==> src/hw/rtl/assert_macros.svh <==
// Assertion macros shared by the ACL checker RTL.
// The macros expect signals named clk and rst_n in the scope where they are used.
`ifndef ASSERT_MACROS_SVH
`define ASSERT_MACROS_SVH

// Checks that an expression holds at every clock edge outside reset.
`define AST_ALWAYS(lbl, expr, msg) \
  lbl: assert property (@(posedge clk) disable iff (!rst_n) (expr)) else $error(msg);

// Checks that a condition at one edge implies a consequence at the next edge.
`define AST_NEXT(lbl, ante, cons, msg) \
  lbl: assert property (@(posedge clk) disable iff (!rst_n) (ante) |=> (cons)) \
    else $error(msg);

`endif

==> src/hw/rtl/acl_pkg.sv <==
// Package for the ACL permission checker: field widths, codes and helpers.
// Used by the channel interfaces, the table cell and the top level.
`timescale 1ns / 1ps

package acl_pkg;

  // Fixed field widths.
  localparam int CMD_W     = 2;
  localparam int GRP_W     = 8;
  localparam int OWNER_W   = 8;
  localparam int KIND_W    = 2;
  localparam int MASK_W    = 3;
  localparam int MODE_W    = 9;
  localparam int STATUS_W  = 2;
  localparam int ENTRIES_W = 4;
  localparam int CFG_IDX_W = 2;

  // Defaults for the top-level parameters.
  localparam int TABLE_DEPTH_DEF = 8;
  localparam int ID_BITS_DEF     = 8;

  // Mode register reset value: owner rwx, group r.
  localparam logic [MODE_W-1:0] MODE_RESET = 9'o740;

  typedef logic [CMD_W-1:0]     cmd_t;
  typedef logic [KIND_W-1:0]    kind_t;
  typedef logic [STATUS_W-1:0]  status_t;
  typedef logic [CFG_IDX_W-1:0] cfg_idx_t;
  typedef logic [MASK_W-1:0]    mask_t;

  // Command codes.
  localparam cmd_t CMD_CHECK  = 2'd0;
  localparam cmd_t CMD_SET    = 2'd1;
  localparam cmd_t CMD_REMOVE = 2'd2;

  // Access kinds.
  localparam kind_t ACC_READ  = 2'd0;
  localparam kind_t ACC_WRITE = 2'd1;
  localparam kind_t ACC_EXEC  = 2'd2;

  // Status codes.
  localparam status_t ST_OK        = 2'd0;
  localparam status_t ST_FULL      = 2'd1;
  localparam status_t ST_NOT_FOUND = 2'd2;

  // Configuration register indexes.
  localparam cfg_idx_t CFG_OWNER = 2'd0;
  localparam cfg_idx_t CFG_GROUP = 2'd1;
  localparam cfg_idx_t CFG_MODE  = 2'd2;

  // Command broadcast from the top level to every table cell.
  typedef struct packed {
    logic  do_set;
    logic  do_remove;
    logic  any_hit;
    mask_t allow;
    mask_t deny;
  } acl_bcast_t;

  // Picks the rwx bit for an access kind; the unused kind acts as execute.
  function automatic logic kind_bit(input mask_t m, input kind_t kind);
    logic b;
    case (kind)
      ACC_READ:  b = m[2];
      ACC_WRITE: b = m[1];
      default:   b = m[0];
    endcase
    return b;
  endfunction

endpackage

==> src/hw/rtl/acl_cell.sv <==
// One slot of the ACL table: holds a user id with allow and deny masks.
// Depends on acl_pkg; neighbors pass valid, match and entry contents along the row.
`timescale 1ns / 1ps

module acl_cell
  import acl_pkg::*;
#(
  parameter int ID_BITS = ID_BITS_DEF
)(
  input  logic               clk,
  input  logic               rst_n,
  input  acl_bcast_t         bc,
  input  logic [ID_BITS-1:0] uid,
  input  logic               prev_valid,
  input  logic               seen_in,
  output logic               seen_out,
  input  logic               nbr_valid,
  input  logic [ID_BITS-1:0] nbr_id,
  input  mask_t              nbr_allow,
  input  mask_t              nbr_deny,
  output logic               valid,
  output logic [ID_BITS-1:0] id,
  output mask_t              allow,
  output mask_t              deny,
  output logic               hit
);

  `include "assert_macros.svh"

  logic               valid_r, valid_nxt;
  logic [ID_BITS-1:0] id_r, id_nxt;
  mask_t              allow_r, allow_nxt;
  mask_t              deny_r, deny_nxt;
  logic               shift;
  logic               tail;

  // Match against the requested user, and pass the "match at or before" flag on.
  assign hit      = valid_r && (id_r == uid);
  assign seen_out = seen_in || hit;
  assign shift    = bc.do_remove && bc.any_hit && seen_out;
  assign tail     = prev_valid && !valid_r;

  // Remove pulls the neighbor's entry in; set updates a match or fills the first free slot.
  always_comb begin
    valid_nxt = valid_r;
    id_nxt    = id_r;
    allow_nxt = allow_r;
    deny_nxt  = deny_r;
    if (shift) begin
      valid_nxt = nbr_valid;
      id_nxt    = nbr_id;
      allow_nxt = nbr_allow;
      deny_nxt  = nbr_deny;
    end else if (bc.do_set && hit) begin
      allow_nxt = bc.allow;
      deny_nxt  = bc.deny;
    end else if (bc.do_set && !bc.any_hit && tail) begin
      valid_nxt = 1'b1;
      id_nxt    = uid;
      allow_nxt = bc.allow;
      deny_nxt  = bc.deny;
    end
  end

  // Only the valid flag needs a reset; contents are read only while valid.
  always_ff @(posedge clk) begin
    if (!rst_n) begin
      valid_r <= 1'b0;
    end else begin
      valid_r <= valid_nxt;
    end
  end

  always_ff @(posedge clk) begin
    id_r    <= id_nxt;
    allow_r <= allow_nxt;
    deny_r  <= deny_nxt;
  end

  assign valid = valid_r;
  assign id    = id_r;
  assign allow = allow_r;
  assign deny  = deny_r;

  // Valid slots stay packed at the front of the row.
  `AST_ALWAYS(a_cell_packed, !valid_r || prev_valid, "ACL cell valid behind a free slot")
  // A set that matches this slot leaves it valid.
  `AST_NEXT(a_cell_set_keeps, bc.do_set && hit, valid_r, "ACL cell lost entry on update")
  // A set of a new user into the first free slot makes that slot valid.
  `AST_NEXT(a_cell_fill, bc.do_set && !bc.any_hit && tail, valid_r, "ACL cell fill not taken")

endmodule
==> config.mk <==
export PLATFORM = sky130hd
export DESIGN_NAME = acl_cell
export DESIGN_NICKNAME = d
export VERILOG_FILES = /design/src/hw/rtl/acl_pkg.sv /design/src/hw/rtl/acl_cell.sv
export VERILOG_INCLUDE_DIRS = /design/src /design/src/hw/rtl
export SDC_FILE = /design/constraint.sdc
export NUM_CORES = 1
export LEC_CHECK = 0
export BUFFER_PORTS_ARGS = -buffer_cell sky130_fd_sc_hd__buf_2
export CAP_MARGIN = 40
export CORE_MARGIN = 1
export CORE_UTILIZATION = 41
export CTS_CLUSTER_DIAMETER = 80
export DETAILED_ROUTE_END_ITERATION = 7
export GPL_TIMING_DRIVEN = 1
export PLACE_DENSITY = 0.8
export REMOVE_ABC_BUFFERS = 1
export SYNTH_ARGS = -nofsm -noshare
export SYNTH_HDL_FRONTEND = slang
export SYNTH_SLANG_ARGS = --single-unit
==> constraint.sdc <==
create_clock -name clk -period 2.7 [get_ports clk]
set_clock_uncertainty 0.1 [all_clocks]
set_input_delay 0 -clock clk [delete_from_list [all_inputs] [get_ports clk]]
set_output_delay 0 -clock clk [all_outputs]
set_load 0.005 [all_outputs]
==> results.toml, run 1 <==
[place]
gp_congestion = 0.676
port_buffers = 52

[die]
top_level_ports = 53
die_h_um = 46.9
die-area_um2 = 2200
fp.dieW_um = 46.9
core_um2 = 1800
start_util_pct = 45.8
num_rows = 15

[drt]
drt-initial-drc-count = 16
routedWlPerCell_um = 13.2
drt-total-wl_um = 2190
ant_nets = 0
top_layer = "met4"
route.detailed.drc = 0
num_vias = 782
wl_met2_um = 1210
first_pass_iters = 4
met3_length_um = 159
wl_met1_um = 774
via_per_inst = 4.74

[layout]
syn2layout_area_growth_pct = 73.3
final_common_cell = "buf_2"
nets = 177
final_cell_mix = "buf_2 (52), dlygate4sd3_1 (31), edfxtp_1 (14), mux2_4 (7), mux2_2 (7)"
drive_above_1_share_pct = 51.4
multi_input_area_um2 = 347
final.fill_count = 121
antennaDiodeCount = 0
regArea_um2 = 440

[worst_setup_path]
start_kind = "flip-flop"
cp-end-kind = "flip-flop"
crit_type = "flip-flop to flip-flop"
critPathMaxFanout = 17
cp.required_ns = 2.84
worst_ep_arrival_time_ns = 2.65

[clocking]
cts_resized = 0
cts_buffers = 3
cts_root_buf = "clkbuf_4"
clk_pin_slew_ns = 0.09
h-tree-depth = 1
postCtsSetupRepairBufs = 0
cts_buffer_depth = 2
cts.sinks = 15
tritoncts = "built"
clock_latency_ns = 0.29

[logic_synthesis]
syn_area_um2 = 826
synthMuxAreaShare_pct = 23.5
synth_cell_types = 21
synth-simple-area-share_pct = 5.91
synthCells = 54
synth-compound-area-share_pct = 4.09
yosys_warnings = 0
synth.avg_cell_area_um2 = 15.3
ys_ff_latch = 15
synth_adder_area_share_pct = 0
synth_xor_area_share_pct = 8.48
ys_seq_area_share_pct = 53.3
synth_top_family_by_area = "multiplexers"

[sta]
setup_viol = 0
hold_violations = 0
relSlewSlack_pct = 75.4
whs_ns = 0.175
drv_slew = 0
rsz0062_at_grt = "no"
clock.fmax_mhz = 397
min_period_over_period_pct = 93.2
worst_pin_slew_ns = 0.365
layout_min_cycle_time_ns = 2.52
finalSetupTns_ns = 0

[grt]
grt_usage_pct = 22.4
antenna_found_initial = 0
grt-ovfl-total = 0
grt_pass1_wl_um = 3260
first_global_vias = 801
grt_max_degree = 18

[job]
cap_violations = 0

[outcome]
outcome = "finished clean"

[power_and_ir_drop]
p_leak_uw = 0.000646
ir_worst_vdd_mv = 0.327
powerDensity_nw_per_um2 = 377

[min_path]
min_path_type = "primary input to primary output"
[cell type report]
cell class / count / share of cell area (%)
clock inverters: 1 / 0.350
inverters: 2 / 0.524
clock buffers: 3 / 1.57
multi-input cells: 35 / 24.2
repair buffers: 84 / 40.4
well taps: 25 / 2.19
flip-flops and latches: 15 / 30.8
[metrics by stage]
| stage | std cells | utilization (%) | setup slack [ns] | total power [uW] | instance area (um2) |
|---|---|---|---|---|---|
| 2_1_floorplan | 52 | - | 0.233 | 328 | 795 |
| 3_3_place_gp | 130 | 60.7 | 0.474 | 373 | 1090 |
| 3_5_place_dp | 130 | 60.7 | 0.358 | 377 | 1090 |
| 4_1_cts | 165 | 79.4 | 0.210 | 540 | 1430 |
| 5_1_grt | 165 | 79.4 | 0.0620 | 561 | 1430 |
| 6_report | 165 | 79.4 | 0.183 | 539 | 1430 |
[final timing paths]
path                 from       end  slack [ns]  depth (start not counted)
setup / recovery    id[6]     valid        0.18                          7
hold / removal    seen_in  seen_out        0.17                          4
hold reg to reg     valid     id[1]        0.90                          2
setup reg to reg    id[6]     valid        0.18                          7
[cell usage after synthesis (all sizes together)]
cell	n	area [um2]
and3	1	6.26
nand2b	1	6.26
nor4	1	6.26
buf	2	31.3
dfxtp	1	20.0
nor3b	1	7.51
o41ai	1	16.3
mux2i	1	10.0
nand4	1	6.26
a21o	1	7.51
nand3	1	5.00
o21ai	2	10.0
nand2	1	3.75
nand3b	1	7.51
xor2	2	17.5
mux2	14	184
xnor2	6	52.6
edfxtp	14	420
inv	2	7.51
[routing by layer]
| metal | vias up | GRT usage, % |
|---|---|---|
| met5 | - | 0 |
| met4 | 0 | 10.3 |
| met3 | 6 | 5.38 |
| met2 | 42 | 44.2 |
| met1 | 359 | 21.5 |
| li1 | 375 | - |
[cells by family after synthesis]
| family | count (synthesis) |
|---|---|
| simple gates | 8 |
| mux | 15 |
| xor+xnor | 8 |
| compound gates | 4 |
| flops | 15 |
| buf+inv | 4 |
[flip-flops by register name, summed over array words and instances (netlist names)]
register,flops
id,8
allow,3
deny,3
valid,1
[power breakdown]
group	total (uW)	internal, uW	switching, uW	leakage [uW]
Clock	131	55.1	76.3	0.0000177
Combinational	130	84.6	45.1	0.000489
Sequential	278	271	6.87	0.000139
Total	539	411	128	0.000646
[critical path: stages, from the launching register on]
cell           delay, ns
edfxtp_1            0.42
xnor2_1             0.17
nand3_1             0.14
o41ai_2             0.41
and3_1              0.20
buf_4               0.27
mux2i_1             0.20
dlygate4sd3_1       0.55
[what timing repair did]
action	4_1_cts	5_1_grt
hold endpoints to repair	15	0
hold buffers	31	0
endpoints found under the setup margin	0	0
Note: power is estimated with default switching activity, not from simulation.
==> run 2, diff against run 1 <==
CELL_PAD_IN_SITES_DETAIL_PLACEMENT = 1   (was default)
CELL_PAD_IN_SITES_GLOBAL_PLACEMENT = 2   (was default)
CORE_UTILIZATION = 25   (was 41)
==> run 2 against run 1 <==
Final cell count increased by 12%. Count of clock-buffer cells in the layout increased by 1. Total power increased by 0.65%. Via count decreased by 0.77%. First-iteration DRC count decreased by 25%. Core utilization decreased by 32 points. Maximum frequency increased by 4.2%. Register-to-register slack improved by 0.10 ns. Flip-flop and latch count unchanged. Sequential share of layout area decreased by 0.74 points. Worst setup slack improved by 0.10 ns. Critical endpoint is now id[5].
==> results.toml, run 2 (synthesis results as in run 1) <==
[worst_setup_path]
start_kind = "flip-flop"
cp-end-kind = "flip-flop"
cpPeakStageDelay_ns = 0.42
crit_buf_inv = 1
path_cells = "xnor2_1, nand3_1, o41ai_2, and3_1, buf_12, a21o_1"
cp_top_family = "compound AO/OA/AOI/OAI gates"
critPathMaxFanout = 14
worst_path_max_delay_cell = "edfxtp_1"
crit_type = "flip-flop to flip-flop"
cp.required_ns = 2.55
worst_ep_arrival_time_ns = 2.27

[layout]
final_common_cell = "buf_2"
final.fill_count = 366
stdcell_area_um2 = 1470
final_cell_mix = "buf_2 (52), dlygate4sd3_1 (31), edfxtp_1 (14), mux2_4 (7), mux2_2 (7)"
largest_reg_flops = 8
antennaDiodeCount = 0
syn2layout_area_growth_pct = 77.6
drive_above_1_share_pct = 50.7
nets = 177

[power_and_ir_drop]
powerDensity_nw_per_um2 = 370
p_leak_uw = 0.000646
power.total_uw = 542
ir_worst_vdd_mv = 0.137

[die]
top_level_ports = 53
die_h_um = 59.5
die-area_um2 = 3540
fp.dieW_um = 59.5
core_um2 = 3100
start_util_pct = 26.6
num_rows = 20

[clocking]
clk_pin_slew_ns = 0.09
tritoncts = "built"
h-tree-depth = 1
cts.sinks = 15
cts_buffer_depth = 2
cts_root_buf = "clkbuf_4"
cts_buffers = 3
clock_latency_ns = 0.28

[place]
placed_cell_area_um2 = 1130
port_buffers = 52
gp_congestion = 0.705
hpwl_um = 1750

[drt]
drt-initial-drc-count = 12
routedWlPerCell_um = 13.8
ant_nets = 0
via_per_inst = 4.22
drt-total-wl_um = 2550
num_vias = 776
route.detailed.drc = 0
first_pass_iters = 2

[grt]
grt_usage_pct = 15.4
antenna_found_initial = 0
grt_pass1_wl_um = 3880
grt_max_degree = 15
first_global_vias = 878
grt-ovfl-total = 0

[sta]
setup_viol = 0
relSlewSlack_pct = 75.0
drv_slew = 0
min_period_over_period_pct = 89.5
hold_violations = 0
clock.fmax_mhz = 414
worst_pin_slew_ns = 0.375
rsz0062_at_grt = "no"
finalSetupTns_ns = 0
layout_min_cycle_time_ns = 2.42

[outcome]
outcome = "finished clean"

[min_path]
min_path_type = "primary input to primary output"

[job]
cap_violations = 0
==> run 2: cell type report <==
class	count	area [um2]	share of cell area, %
Inverter	2	7.51	0.512
Tap cell	44	55.1	3.75
Clock buffer	4	26.3	1.79
Sequential cell	15	440	30.0
Timing Repair Buffer	84	591	40.3
Multi-Input combinational cell	35	347	23.6
==> run 2: worst paths after layout <==
kind / depth (start not counted) / endpoint / start / slack (ns)
hold / removal: 4 / seen_out / seen_in / 0.18
setup reg to reg: 6 / id[5] / id[5] / 0.28
hold reg to reg: 2 / id[3] / valid / 0.90
setup / recovery: 6 / id[5] / id[5] / 0.28
==> run 2: timing repair <==
item | in CTS | in global routing
gates resized for setup | 0 | 0
hold buffers | 31 | 0
hold endpoints to repair | 15 | 0
buffers inserted | 0 | 0
==> run 2: per-stage QoR <==
step / hold slack, ns / util, % / setup slack [ns] / instances
2_1_floorplan: -0.0274 / - / 0.233 / 52
3_3_place_gp: 0.164 / 36.4 / 0.379 / 149
3_5_place_dp: 0.174 / 36.4 / 0.253 / 149
4_1_cts: 0.179 / 47.3 / 0.249 / 184
5_1_grt: 0.210 / 47.3 / 0.111 / 184
6_report: 0.184 / 47.3 / 0.284 / 184
==> run 2: power by group <==
| part | switching, uW | internal [uW] | total, uW |
|---|---|---|---|
| Combinational | 46.7 | 86.1 | 133 |
| Clock | 74.5 | 57.3 | 132 |
| Sequential | 6.85 | 271 | 278 |
==> run 2: layer usage <==
layer	global-route usage [%]	share of wire, %	up-vias
li1	-	-	375
met1	15.4	40	362
met2	30.8	54	35
met3	1.97	5.0	4
met4	7.14	1.4	0
met5	0	0	-
==> run 2: worst reg2reg max path, stage by stage, from the launching register on <==
cell and delay [ns]:
edfxtp_1 0.42, xnor2_1 0.19, nand3_1 0.13, o41ai_2 0.37
and3_1 0.36, buf_12 0.19, a21o_1 0.33
